===== src/hw/rtl/rlc_am_pdu_deframer_assert.svh =====
// assertion macros used by the deframer result queue
`ifndef RLC_AM_PDU_DEFRAMER_ASSERT_SVH
`define RLC_AM_PDU_DEFRAMER_ASSERT_SVH

// same-cycle implication, checked outside reset
`define RLCAM_ASSERT_IMP(lbl, ante, cons) \
    lbl: assert property (@(posedge clk) disable iff (!rst_n) (ante) |-> (cons)) \
        else $error("rlcam same-cycle check failed");

// next-cycle implication, checked outside reset
`define RLCAM_ASSERT_NXT(lbl, ante, cons) \
    lbl: assert property (@(posedge clk) disable iff (!rst_n) (ante) |=> (cons)) \
        else $error("rlcam next-cycle check failed");

`endif


===== src/hw/rtl/rlcam_pkg.sv =====
`default_nettype none
package rlcam_pkg;

    // parse phases
    typedef enum logic [2:0] {
        PH_HDR0 = 3'd0,
        PH_HDR1 = 3'd1,
        PH_SO0  = 3'd2,
        PH_SO1  = 3'd3,
        PH_LIA  = 3'd4,
        PH_LIB  = 3'd5,
        PH_LIC  = 3'd6,
        PH_DATA = 3'd7
    } phase_t;

    // result status codes
    localparam logic [1:0] ST_DATA    = 2'd0;
    localparam logic [1:0] ST_CONTROL = 2'd1;
    localparam logic [1:0] ST_TOOMANY = 2'd2;
    localparam logic [1:0] ST_TRUNC   = 2'd3;

    // one result item
    typedef struct packed {
        logic [7:0]  byte_out;
        logic [3:0]  seg_index;
        logic [9:0]  seq_num;
        logic        resegmented;
        logic        poll_bit;
        logic [1:0]  framing_info;
        logic        last_seg_flag;
        logic [14:0] seg_offset;
        logic        seg_start;
        logic        seg_end;
        logic [1:0]  status;
        logic        pdu_end;
    } res_t;

endpackage
`default_nettype wire


===== src/hw/rtl/rlcam_if.sv =====
`default_nettype none
// pdu byte channel
interface rlcam_byte_if;
    logic       valid;
    logic       ready;
    logic [7:0] pdu_byte;
    logic       pdu_last;
    modport source (output valid, output pdu_byte, output pdu_last, input ready);
    modport sink (input valid, input pdu_byte, input pdu_last, output ready);
endinterface

// result channel
interface rlcam_res_if;
    logic        valid;
    logic        ready;
    logic [7:0]  byte_out;
    logic [3:0]  seg_index;
    logic [9:0]  seq_num;
    logic        resegmented;
    logic        poll_bit;
    logic [1:0]  framing_info;
    logic        last_seg_flag;
    logic [14:0] seg_offset;
    logic        seg_start;
    logic        seg_end;
    logic [1:0]  status;
    logic        pdu_end;
    modport source (output valid, output byte_out, output seg_index, output seq_num,
                    output resegmented, output poll_bit, output framing_info,
                    output last_seg_flag, output seg_offset, output seg_start,
                    output seg_end, output status, output pdu_end, input ready);
    modport sink (input valid, input byte_out, input seg_index, input seq_num,
                  input resegmented, input poll_bit, input framing_info,
                  input last_seg_flag, input seg_offset, input seg_start,
                  input seg_end, input status, input pdu_end, output ready);
endinterface
`default_nettype wire


===== src/hw/rtl/rlcam_parser.sv =====
`default_nettype none
module rlcam_parser #(
    parameter int MAX_SEGMENTS = 16
) (
    input  wire logic             clk,
    input  wire logic             rst_n,
    input  wire logic             accept,
    input  wire logic [7:0]       pdu_byte,
    input  wire logic             pdu_last,
    output rlcam_pkg::res_t       res,
    output logic                  res_valid
);

    localparam int CW = $clog2(MAX_SEGMENTS) + 1;
    localparam int IW = $clog2(MAX_SEGMENTS);
    localparam logic [CW:0] MAX_V = (CW + 1)'(MAX_SEGMENTS);

    rlcam_pkg::phase_t phase_reg, phase_next;
    logic [9:0]  seq_reg, seq_next;
    logic [3:0]  flags_reg, flags_next;
    logic [14:0] off_reg, off_next;
    logic        lsf_reg, lsf_next;
    logic        ext_reg, ext_next;
    logic [CW-1:0] cnt_reg, cnt_next;
    logic [6:0]  hi_reg, hi_next;
    logic [3:0]  nib_reg, nib_next;
    logic [CW-1:0] cur_reg, cur_next;
    logic [10:0] left_reg, left_next;
    logic        disc_reg, disc_next;
    logic        fresh_reg, fresh_next;
    logic [MAX_SEGMENTS-1:0] nz_reg, nz_next;
    logic [10:0] li_mem [MAX_SEGMENTS];

    logic          li_phase;
    logic          wr_en;
    logic [10:0]   wr_val;
    logic [IW-1:0] wr_idx;
    logic [MAX_SEGMENTS-1:0] nz_cur;
    logic [CW-1:0] cnt_eff;
    logic [CW-1:0] seek_from;
    logic          seek_hit;
    logic [IW-1:0] seek_idx;
    logic [10:0]   seek_val;
    logic [CW-1:0] seek_cur;

    // length indicator write and next nonzero segment search
    always_comb
    begin
        li_phase  = (phase_reg == rlcam_pkg::PH_LIB) || (phase_reg == rlcam_pkg::PH_LIC);
        wr_en     = accept && !disc_reg && li_phase;
        wr_val    = (phase_reg == rlcam_pkg::PH_LIB) ? {hi_reg, pdu_byte[7:4]}
                                                     : {nib_reg[2:0], pdu_byte};
        wr_idx    = cnt_reg[IW-1:0];
        nz_cur    = nz_reg;
        if (li_phase)
        begin
            nz_cur[wr_idx] = (wr_val != 11'd0);
        end
        cnt_eff   = li_phase ? cnt_reg + CW'(1) : cnt_reg;
        seek_from = (phase_reg == rlcam_pkg::PH_DATA) ? cur_reg + CW'(1) : '0;
        seek_hit  = 1'b0;
        seek_idx  = '0;
        for (int i = MAX_SEGMENTS - 1; i >= 0; i--)
        begin
            if (nz_cur[i] && (CW'(i) >= seek_from) && (CW'(i) < cnt_eff))
            begin
                seek_hit = 1'b1;
                seek_idx = IW'(i);
            end
        end
        seek_val = (li_phase && seek_idx == wr_idx) ? wr_val : li_mem[seek_idx];
        seek_cur = seek_hit ? CW'(seek_idx) : cnt_eff;
    end

    logic          err_en;
    logic [1:0]    err_code;
    logic          ent_en;
    logic          emit;
    logic          seg_end_w;
    logic [1:0]    fi;

    // parse step
    always_comb
    begin
        phase_next = phase_reg;
        seq_next   = seq_reg;
        flags_next = flags_reg;
        off_next   = off_reg;
        lsf_next   = lsf_reg;
        ext_next   = ext_reg;
        cnt_next   = cnt_reg;
        hi_next    = hi_reg;
        nib_next   = nib_reg;
        cur_next   = cur_reg;
        left_next  = left_reg;
        disc_next  = disc_reg;
        fresh_next = fresh_reg;
        nz_next    = nz_reg;
        err_en     = 1'b0;
        err_code   = rlcam_pkg::ST_TRUNC;
        ent_en     = 1'b0;
        emit       = 1'b0;
        seg_end_w  = 1'b0;
        fi         = flags_reg[1:0];
        res        = '0;

        if (li_phase)
        begin
            nz_next = nz_cur;
        end

        if (disc_reg)
        begin
            if (pdu_last)
            begin
                disc_next = 1'b0;
            end
            phase_next = rlcam_pkg::PH_HDR0;
        end
        else
        begin
            unique case (phase_reg)
                rlcam_pkg::PH_HDR0:
                begin
                    if (!pdu_byte[7])
                    begin
                        err_en   = 1'b1;
                        err_code = rlcam_pkg::ST_CONTROL;
                    end
                    else
                    begin
                        flags_next = pdu_byte[6:3];
                        ext_next   = pdu_byte[2];
                        seq_next   = {pdu_byte[1:0], 8'd0};
                        off_next   = '0;
                        lsf_next   = 1'b0;
                        cnt_next   = '0;
                        nib_next   = '0;
                        cur_next   = '0;
                        left_next  = '0;
                        phase_next = rlcam_pkg::PH_HDR1;
                        err_en     = pdu_last;
                    end
                end
                rlcam_pkg::PH_HDR1:
                begin
                    seq_next = {seq_reg[9:8], pdu_byte};
                    if (flags_reg[3])
                    begin
                        phase_next = rlcam_pkg::PH_SO0;
                        err_en     = pdu_last;
                    end
                    else if (ext_reg)
                    begin
                        phase_next = rlcam_pkg::PH_LIA;
                        err_en     = pdu_last;
                    end
                    else
                    begin
                        ent_en = 1'b1;
                    end
                end
                rlcam_pkg::PH_SO0:
                begin
                    lsf_next   = pdu_byte[7];
                    off_next   = {pdu_byte[6:0], 8'd0};
                    phase_next = rlcam_pkg::PH_SO1;
                    err_en     = pdu_last;
                end
                rlcam_pkg::PH_SO1:
                begin
                    off_next = {off_reg[14:8], pdu_byte};
                    if (ext_reg)
                    begin
                        phase_next = rlcam_pkg::PH_LIA;
                        err_en     = pdu_last;
                    end
                    else
                    begin
                        ent_en = 1'b1;
                    end
                end
                rlcam_pkg::PH_LIA:
                begin
                    hi_next  = pdu_byte[6:0];
                    ext_next = pdu_byte[7];
                    if (pdu_byte[7] && ((CW + 1)'(cnt_reg) + (CW + 1)'(2) >= MAX_V))
                    begin
                        err_en   = 1'b1;
                        err_code = rlcam_pkg::ST_TOOMANY;
                    end
                    else
                    begin
                        phase_next = rlcam_pkg::PH_LIB;
                        err_en     = pdu_last;
                    end
                end
                rlcam_pkg::PH_LIB:
                begin
                    cnt_next = cnt_eff;
                    if (ext_reg)
                    begin
                        nib_next = pdu_byte[3:0];
                        ext_next = pdu_byte[3];
                        if (pdu_byte[3] && ((CW + 1)'(cnt_eff) + (CW + 1)'(2) >= MAX_V))
                        begin
                            err_en   = 1'b1;
                            err_code = rlcam_pkg::ST_TOOMANY;
                        end
                        else
                        begin
                            phase_next = rlcam_pkg::PH_LIC;
                            err_en     = pdu_last;
                        end
                    end
                    else
                    begin
                        ent_en = 1'b1;
                    end
                end
                rlcam_pkg::PH_LIC:
                begin
                    cnt_next = cnt_eff;
                    if (ext_reg)
                    begin
                        phase_next = rlcam_pkg::PH_LIA;
                        err_en     = pdu_last;
                    end
                    else
                    begin
                        ent_en = 1'b1;
                    end
                end
                rlcam_pkg::PH_DATA:
                begin
                    emit = 1'b1;
                    if (cur_reg >= cnt_reg)
                    begin
                        seg_end_w  = pdu_last;
                        fresh_next = 1'b0;
                        if (pdu_last)
                        begin
                            phase_next = rlcam_pkg::PH_HDR0;
                        end
                    end
                    else
                    begin
                        seg_end_w = (left_reg == 11'd1);
                        left_next = left_reg - 11'd1;
                        if (seg_end_w)
                        begin
                            cur_next   = seek_cur;
                            left_next  = seek_hit ? seek_val : 11'd0;
                            fresh_next = 1'b1;
                        end
                        else
                        begin
                            fresh_next = 1'b0;
                        end
                        if (pdu_last)
                        begin
                            if (!(seg_end_w && seek_cur >= cnt_reg))
                            begin
                                err_en = 1'b1;
                            end
                            phase_next = rlcam_pkg::PH_HDR0;
                        end
                    end
                    // per-segment framing info
                    if (cnt_reg != '0)
                    begin
                        if (cur_reg == '0)
                        begin
                            fi = flags_reg[1:0] & 2'b10;
                        end
                        else if (cur_reg >= cnt_reg)
                        begin
                            fi = flags_reg[1:0] & 2'b01;
                        end
                        else
                        begin
                            fi = 2'b00;
                        end
                    end
                    res.byte_out      = pdu_byte;
                    res.seg_index     = 4'(cur_reg);
                    res.seq_num       = seq_reg;
                    res.resegmented   = flags_reg[3];
                    res.poll_bit      = flags_reg[2];
                    res.framing_info  = fi;
                    res.last_seg_flag = lsf_reg;
                    res.seg_offset    = off_reg;
                    res.seg_start     = fresh_reg;
                    res.seg_end       = seg_end_w;
                    res.status        = rlcam_pkg::ST_DATA;
                    res.pdu_end       = pdu_last;
                end
                default:
                begin
                    phase_next = rlcam_pkg::PH_HDR0;
                end
            endcase

            // start of the data field
            if (ent_en)
            begin
                cur_next   = seek_cur;
                left_next  = seek_hit ? seek_val : 11'd0;
                fresh_next = 1'b1;
                phase_next = rlcam_pkg::PH_DATA;
                if (pdu_last)
                begin
                    if (seek_cur < cnt_eff)
                    begin
                        err_en = 1'b1;
                    end
                    else
                    begin
                        phase_next = rlcam_pkg::PH_HDR0;
                    end
                end
            end

            // error result ends the pdu
            if (err_en)
            begin
                res         = '0;
                res.status  = err_code;
                res.pdu_end = 1'b1;
                emit        = 1'b1;
                phase_next  = rlcam_pkg::PH_HDR0;
                disc_next   = !pdu_last;
            end
        end
        res_valid = accept && emit;
    end

    // control state
    always_ff @(posedge clk or negedge rst_n)
    begin
        if (!rst_n)
        begin
            phase_reg <= rlcam_pkg::PH_HDR0;
            seq_reg   <= '0;
            flags_reg <= '0;
            off_reg   <= '0;
            lsf_reg   <= 1'b0;
            ext_reg   <= 1'b0;
            cnt_reg   <= '0;
            hi_reg    <= '0;
            nib_reg   <= '0;
            cur_reg   <= '0;
            left_reg  <= '0;
            disc_reg  <= 1'b0;
            fresh_reg <= 1'b0;
            nz_reg    <= '0;
        end
        else if (accept)
        begin
            phase_reg <= phase_next;
            seq_reg   <= seq_next;
            flags_reg <= flags_next;
            off_reg   <= off_next;
            lsf_reg   <= lsf_next;
            ext_reg   <= ext_next;
            cnt_reg   <= cnt_next;
            hi_reg    <= hi_next;
            nib_reg   <= nib_next;
            cur_reg   <= cur_next;
            left_reg  <= left_next;
            disc_reg  <= disc_next;
            fresh_reg <= fresh_next;
            nz_reg    <= nz_next;
        end
    end

    // length indicator store
    always_ff @(posedge clk)
    begin
        if (wr_en)
        begin
            li_mem[wr_idx] <= wr_val;
        end
    end

endmodule
`default_nettype wire


===== src/hw/rtl/rlcam_queue.sv =====
`default_nettype none
`include "rlc_am_pdu_deframer_assert.svh"
module rlcam_queue (
    input  wire logic            clk,
    input  wire logic            rst_n,
    input  wire logic            push,
    input  wire rlcam_pkg::res_t push_data,
    output logic                 push_ready,
    output logic                 pop_valid,
    output rlcam_pkg::res_t      pop_data,
    input  wire logic            pop
);

    rlcam_pkg::res_t ent_reg [2];
    logic       wr_ptr_reg, wr_ptr_next;
    logic       rd_ptr_reg, rd_ptr_next;
    logic [1:0] cnt_reg, cnt_next;
    logic       do_push, do_pop;

    // pointer and fill count update
    always_comb
    begin
        push_ready  = (cnt_reg != 2'd2);
        pop_valid   = (cnt_reg != 2'd0);
        pop_data    = ent_reg[rd_ptr_reg];
        do_push     = push && push_ready;
        do_pop      = pop && pop_valid;
        wr_ptr_next = wr_ptr_reg ^ do_push;
        rd_ptr_next = rd_ptr_reg ^ do_pop;
        cnt_next    = cnt_reg + {1'b0, do_push} - {1'b0, do_pop};
    end

    always_ff @(posedge clk or negedge rst_n)
    begin
        if (!rst_n)
        begin
            wr_ptr_reg <= 1'b0;
            rd_ptr_reg <= 1'b0;
            cnt_reg    <= 2'd0;
        end
        else
        begin
            wr_ptr_reg <= wr_ptr_next;
            rd_ptr_reg <= rd_ptr_next;
            cnt_reg    <= cnt_next;
        end
    end

    // entry storage
    always_ff @(posedge clk)
    begin
        if (do_push)
        begin
            ent_reg[wr_ptr_reg] <= push_data;
        end
    end

    `RLCAM_ASSERT_IMP(a_cnt_bound, 1'b1, cnt_reg != 2'd3)
    `RLCAM_ASSERT_NXT(a_push_shows, do_push && !do_pop, pop_valid)
    `RLCAM_ASSERT_IMP(a_ptr_track, cnt_reg == 2'd0 || cnt_reg == 2'd2, wr_ptr_reg == rd_ptr_reg)

endmodule
`default_nettype wire


===== src/hw/rtl/rlc_am_pdu_deframer.sv =====
// output: a result item is registered in the result queue when its byte is taken
// throughput: one pdu byte per cycle unless the result queue is full; a two-entry
// queue decouples the parser from the output so a byte is taken while an earlier
// result still waits; header and length indicator bytes give only error results
// reset: rst_n is asynchronous, active low, and returns the parser to the header phase
`default_nettype none
module rlc_am_pdu_deframer #(
    parameter int MAX_SEGMENTS = 16
) (
    input  wire logic    clk,
    input  wire logic    rst_n,
    rlcam_byte_if.sink   pdu_in,
    rlcam_res_if.source  res_out
);

    logic            q_ready;
    logic            accept;
    logic            res_valid;
    rlcam_pkg::res_t res;
    rlcam_pkg::res_t q_data;

    assign pdu_in.ready = q_ready;
    assign accept       = pdu_in.valid && q_ready;

    // front: byte parser
    rlcam_parser #(
        .MAX_SEGMENTS (MAX_SEGMENTS)
    ) u_parser (
        .clk       (clk),
        .rst_n     (rst_n),
        .accept    (accept),
        .pdu_byte  (pdu_in.pdu_byte),
        .pdu_last  (pdu_in.pdu_last),
        .res       (res),
        .res_valid (res_valid)
    );

    // back: result queue and output
    rlcam_queue u_queue (
        .clk        (clk),
        .rst_n      (rst_n),
        .push       (res_valid),
        .push_data  (res),
        .push_ready (q_ready),
        .pop_valid  (res_out.valid),
        .pop_data   (q_data),
        .pop        (res_out.ready)
    );

    assign res_out.byte_out      = q_data.byte_out;
    assign res_out.seg_index     = q_data.seg_index;
    assign res_out.seq_num       = q_data.seq_num;
    assign res_out.resegmented   = q_data.resegmented;
    assign res_out.poll_bit      = q_data.poll_bit;
    assign res_out.framing_info  = q_data.framing_info;
    assign res_out.last_seg_flag = q_data.last_seg_flag;
    assign res_out.seg_offset    = q_data.seg_offset;
    assign res_out.seg_start     = q_data.seg_start;
    assign res_out.seg_end       = q_data.seg_end;
    assign res_out.status        = q_data.status;
    assign res_out.pdu_end       = q_data.pdu_end;

endmodule
`default_nettype wire

===== src/flat_wrapper.sv =====
// flat-port wrapper written by rule: the top's interface ports become plain ports
module rlc_am_pdu_deframer_flat 
#(
    parameter int MAX_SEGMENTS = 16
)
  (clk, rst_n, pdu_in_valid, pdu_in_pdu_byte, pdu_in_pdu_last, pdu_in_ready, res_out_valid, res_out_byte_out, res_out_seg_index, res_out_seq_num, res_out_resegmented, res_out_poll_bit, res_out_framing_info, res_out_last_seg_flag, res_out_seg_offset, res_out_seg_start, res_out_seg_end, res_out_status, res_out_pdu_end, res_out_ready);
  rlcam_byte_if pdu_in_i ();
  rlcam_res_if res_out_i ();
  input  wire logic clk;
  input  wire logic rst_n;
  input wire logic [$bits(pdu_in_i.valid)-1:0] pdu_in_valid;
  input wire logic [$bits(pdu_in_i.pdu_byte)-1:0] pdu_in_pdu_byte;
  input wire logic [$bits(pdu_in_i.pdu_last)-1:0] pdu_in_pdu_last;
  output wire logic [$bits(pdu_in_i.ready)-1:0] pdu_in_ready;
  output wire logic [$bits(res_out_i.valid)-1:0] res_out_valid;
  output wire logic [$bits(res_out_i.byte_out)-1:0] res_out_byte_out;
  output wire logic [$bits(res_out_i.seg_index)-1:0] res_out_seg_index;
  output wire logic [$bits(res_out_i.seq_num)-1:0] res_out_seq_num;
  output wire logic [$bits(res_out_i.resegmented)-1:0] res_out_resegmented;
  output wire logic [$bits(res_out_i.poll_bit)-1:0] res_out_poll_bit;
  output wire logic [$bits(res_out_i.framing_info)-1:0] res_out_framing_info;
  output wire logic [$bits(res_out_i.last_seg_flag)-1:0] res_out_last_seg_flag;
  output wire logic [$bits(res_out_i.seg_offset)-1:0] res_out_seg_offset;
  output wire logic [$bits(res_out_i.seg_start)-1:0] res_out_seg_start;
  output wire logic [$bits(res_out_i.seg_end)-1:0] res_out_seg_end;
  output wire logic [$bits(res_out_i.status)-1:0] res_out_status;
  output wire logic [$bits(res_out_i.pdu_end)-1:0] res_out_pdu_end;
  input wire logic [$bits(res_out_i.ready)-1:0] res_out_ready;
  assign pdu_in_i.valid = pdu_in_valid;
  assign pdu_in_i.pdu_byte = pdu_in_pdu_byte;
  assign pdu_in_i.pdu_last = pdu_in_pdu_last;
  assign pdu_in_ready = pdu_in_i.ready;
  assign res_out_valid = res_out_i.valid;
  assign res_out_byte_out = res_out_i.byte_out;
  assign res_out_seg_index = res_out_i.seg_index;
  assign res_out_seq_num = res_out_i.seq_num;
  assign res_out_resegmented = res_out_i.resegmented;
  assign res_out_poll_bit = res_out_i.poll_bit;
  assign res_out_framing_info = res_out_i.framing_info;
  assign res_out_last_seg_flag = res_out_i.last_seg_flag;
  assign res_out_seg_offset = res_out_i.seg_offset;
  assign res_out_seg_start = res_out_i.seg_start;
  assign res_out_seg_end = res_out_i.seg_end;
  assign res_out_status = res_out_i.status;
  assign res_out_pdu_end = res_out_i.pdu_end;
  assign res_out_i.ready = res_out_ready;
  rlc_am_pdu_deframer #(.MAX_SEGMENTS(MAX_SEGMENTS)) u_core (.clk(clk), .rst_n(rst_n), .pdu_in(pdu_in_i), .res_out(res_out_i));
endmodule

===== config.mk =====
export PLATFORM = sky130hd
export DESIGN_NAME = rlc_am_pdu_deframer_flat
export DESIGN_NICKNAME = d
export VERILOG_FILES = /design/src/hw/rtl/rlcam_pkg.sv /design/src/hw/rtl/rlcam_if.sv /design/src/hw/rtl/rlcam_parser.sv /design/src/hw/rtl/rlcam_queue.sv /design/src/hw/rtl/rlc_am_pdu_deframer.sv /design/src/flat_wrapper.sv
export VERILOG_INCLUDE_DIRS = /design/src /design/src/hw/rtl
export SDC_FILE = /design/constraint.sdc
export NUM_CORES = 1
export LEC_CHECK = 0
export BUFFER_PORTS_ARGS = -buffer_cell sky130_fd_sc_hd__buf_4
export CORE_MARGIN = 4
export CORE_UTILIZATION = 49
export DETAILED_ROUTE_END_ITERATION = 7
export PLACE_DENSITY = 0.73
export SLEW_MARGIN = 0
export SYNTH_ARGS = -nofsm -noshare
export SYNTH_HDL_FRONTEND = slang
export SYNTH_HIERARCHICAL = 1
export SYNTH_SLANG_ARGS = --single-unit

===== constraint.sdc =====
create_clock -name clk -period 14.9 [get_ports clk]
set_input_delay 2.98 -clock clk [delete_from_list [all_inputs] [get_ports clk]]
set_output_delay 2.98 -clock clk [all_outputs]
set_load 0.01 [all_outputs]

==> metrics <==
status finished, final reports clean; clk root buf clkbuf_16; GP Congestion 0.9850; reg2reg path depth 29; Final setup viols 0; die span in y 199.2 um; clock tree buffer depth 3; I/O Buffers 61; Leak 7.511 nW; Die W 199.2 um; worst min-delay path startpoint u_core/u_parser/off_reg[6]; Reg clk slew, reported paths 0.06 ns; first-pass GRT wire length 74040 um; Layout Utilization 55.31%; crit start category input port; Warnings, synthesis 6; initial antenna violation count 0; Mapped Area 17920 um^2; worst reg2reg startpoint u_core/u_parser/phase_reg[1]; Setup WS pre-CTS 4.156 ns; period utilization 69.11%; Arrival @ worst endpoint 10.44 ns; buffer count from post-CTS setup fixing 0; initial core utilization 50.01%; final worst-path setup slack 4.602 ns; most frequent cell after synthesis edfxtp_1; crit-path max FO 48; largest net degree at the start of global routing 67; area leader, netlist edfxtp_1; FF-to-FF End u_core/u_queue/ent_reg[0][8]; Post-synth EDFFs 270; Crit. End Element flop; Final Hold Fails 0; fmax 97.11 MHz; Detail Placement HPWL 32260 um; CTS tree done; vias in the first global route 12540; P per Cell Area 135.6 nW/um^2; total CTS buffers 38; post-synthesis cell count 1515; core area 35830 um^2; fin nets 1572; sequential area share after synthesis 57.40%; hold slack 0.4745 ns; most common library cells after synthesis 270 x edfxtp_1, 147 x nand2_1, 87 x dfrtp_1; DR iter-0 viols 1450; WL final 48280 um; Critical Path RT 15.04 ns; io pins 62; synthesis-stage register bit count 357; MaxCap Viol Count 0; H-tree lvl count 2; Syn Nets 1552; Yosys top cell area share 45.25%; routed vias 12900; asr flop ratio synth 24.37%; GRT Total Usage 23.95%; synthesized area per cell 11.83 um^2; r2r setup slk 5.17 ns; Synth Flop Type edfxtp_1; RSZ-0062 raised after global routing no; DRT Pass-1 Iters 5; worst vdd ir 0.09776 mV; hold_buf cts 0; Largest register FFs 176; hold depth 2; Hold Path End u_core/u_parser/off_reg[6]; Least-Margin Pin Slew 1.347 ns; final setup TNS 0 ns; clk_lat worst skew 0.54 ns; drc violations 0; Ant. Diodes 0; area growth from synthesis to layout 10.59%; cell row count 69; post-route minimum period 10.30 ns; post-route ant nets 0; kind of critical path in2reg; post-cts resize count 0; DR WL/cell 23.84 um; top cells by area, synth edfxtp_1 45%, dfrtp_1 12%, mux2_2 4.0%; clock skew 0.02040 ns; Cell variety after synth 111; layout cells sized above 1 17.77%; relative slew slack 9.738%; dpl cells 1956; Via density 6.372; HP Class reg2reg; gr ovfl total 0; non-filler cells, final 2025; max-slew violation count 0; die area 39690 um^2; clk sinks 357
## worst max-delay path, cell delays in order
cell and delay (ns):
buf_4 0.16, nor4_4 0.37, nand4_2 0.33, nand2_2 0.47, a311oi_2 0.25, a22oi_2 0.35
a211oi_2 0.14, o21a_2 0.47, nand2_2 0.75, nor2_1 0.16, ha_1 0.31, nand2b_1 0.14
a21o_1 0.18, a21o_1 0.17, a21o_1 0.17, a21oi_1 0.16, o2111ai_1 0.13, o311a_1 0.16
nor2_1 0.11, a2bb2oi_1 0.26, a41o_1 0.15, a21oi_2 0.04, buf_4 0.25, a21oi_1 0.44
and2_1 0.21, ha_2 0.99
## cell usage in the layout, fill, tap and decap left out, drive strengths merged, types with 8 or more instances in the layout
| cell type | synthesis | routed |
|---|---|---|
| o211ai | 36 | 36 |
| clkinv | 2 | 20 |
| a211oi | 15 | 15 |
| nor4 | 25 | 25 |
| buf | 66 | 87 |
| a31oi | 21 | 21 |
| mux2i | 34 | 34 |
| a21oi | 69 | 69 |
| o21ai | 71 | 71 |
| a21o | 13 | 13 |
| nand2b | 11 | 11 |
| nor2 | 77 | 77 |
| o211a | 13 | 13 |
| nand4 | 12 | 12 |
| edfxtp | 270 | 270 |
| nand2 | 150 | 150 |
| clkbuf | 41 | 44 |
| or2 | 9 | 9 |
| inv | 49 | 53 |
| ha | 24 | 24 |
| a22o | 17 | 17 |
| and2 | 15 | 15 |
| o31ai | 15 | 15 |
| o221ai | 13 | 13 |
| nand3 | 70 | 70 |
| and3 | 59 | 59 |
| nor3 | 22 | 22 |
| a211o | 8 | 8 |
| xnor2 | 12 | 12 |
| dfrtp | 87 | 87 |
| mux2 | 67 | 67 |
## layer usage
metal / up-vias / wire length (um) / global-route usage, %
met1: 6340 / 19420 / 32.70
li1: 5808 / - / -
met3: 127 / 4100 / 3.861
met4: 0 / 1859 / 8.485
met2: 628 / 22890 / 39.16
met5: - / 0 / 0
## layout make-up
cell class,count,area [um^2]
multi-input combinational,1000,6898
clock inverter,25,215.2
timing repair buffer,87,653.1
inverter,51,192.7
fill,2914,16010
clock buffer,44,993.5
sequential,357,10290
tap,461,576.8
## cells by family (layout without fill, tap and decap cells)
group,after synthesis,in the layout,synth area share (%)
flip-flops,357,357,57.40
XOR/XNOR,19,19,1.138
multiplexers,101,101,6.131
AO/OA/AOI/OAI,366,366,14.80
buffers and inverters,158,207,4.323
adder cells (fa/ha/maj),25,25,1.732
AND/OR/NAND/NOR,489,489,14.48
## power by group
part / switching, W / total [W] / leakage [nW] / internal, W
sequential: 0.0000554 / 0.00122 / 3.71 / 0.00116
combinational: 0.000327 / 0.000548 / 3.20 / 0.000221
clock: 0.000387 / 0.000920 / 0.600 / 0.000533
total: 0.000769 / 0.00269 / 7.51 / 0.00192
## stage by stage
step	instance area [um^2]	power, W
2_1_floorplan	17920	0.001596
5_1_grt	19820	0.002800
3_3_place_gp	18610	0.001770
6_report	19820	0.002687
3_5_place_dp	18610	0.001785
4_1_cts	19820	0.002704
## worst max path at each step
stage,from,cells past startpoint,slack (ns),end
4_1_cts,pdu_in_pdu_byte[4],26,4.70,u_core/u_queue/ent_reg[0][15]
2_1_floorplan,pdu_in_pdu_byte[4],28,5.69,u_core/u_queue/ent_reg[0][0]
6_report,pdu_in_pdu_byte[4],26,4.60,u_core/u_queue/ent_reg[0][8]
5_1_grt,pdu_in_pdu_byte[4],26,4.03,u_core/u_queue/ent_reg[0][23]
3_3_place_gp,pdu_in_pdu_byte[4],26,4.40,u_core/u_queue/ent_reg[0][21]
3_5_place_dp,pdu_in_pdu_byte[4],26,4.16,u_core/u_queue/ent_reg[0][35]
(Power assumes the default switching activity.)
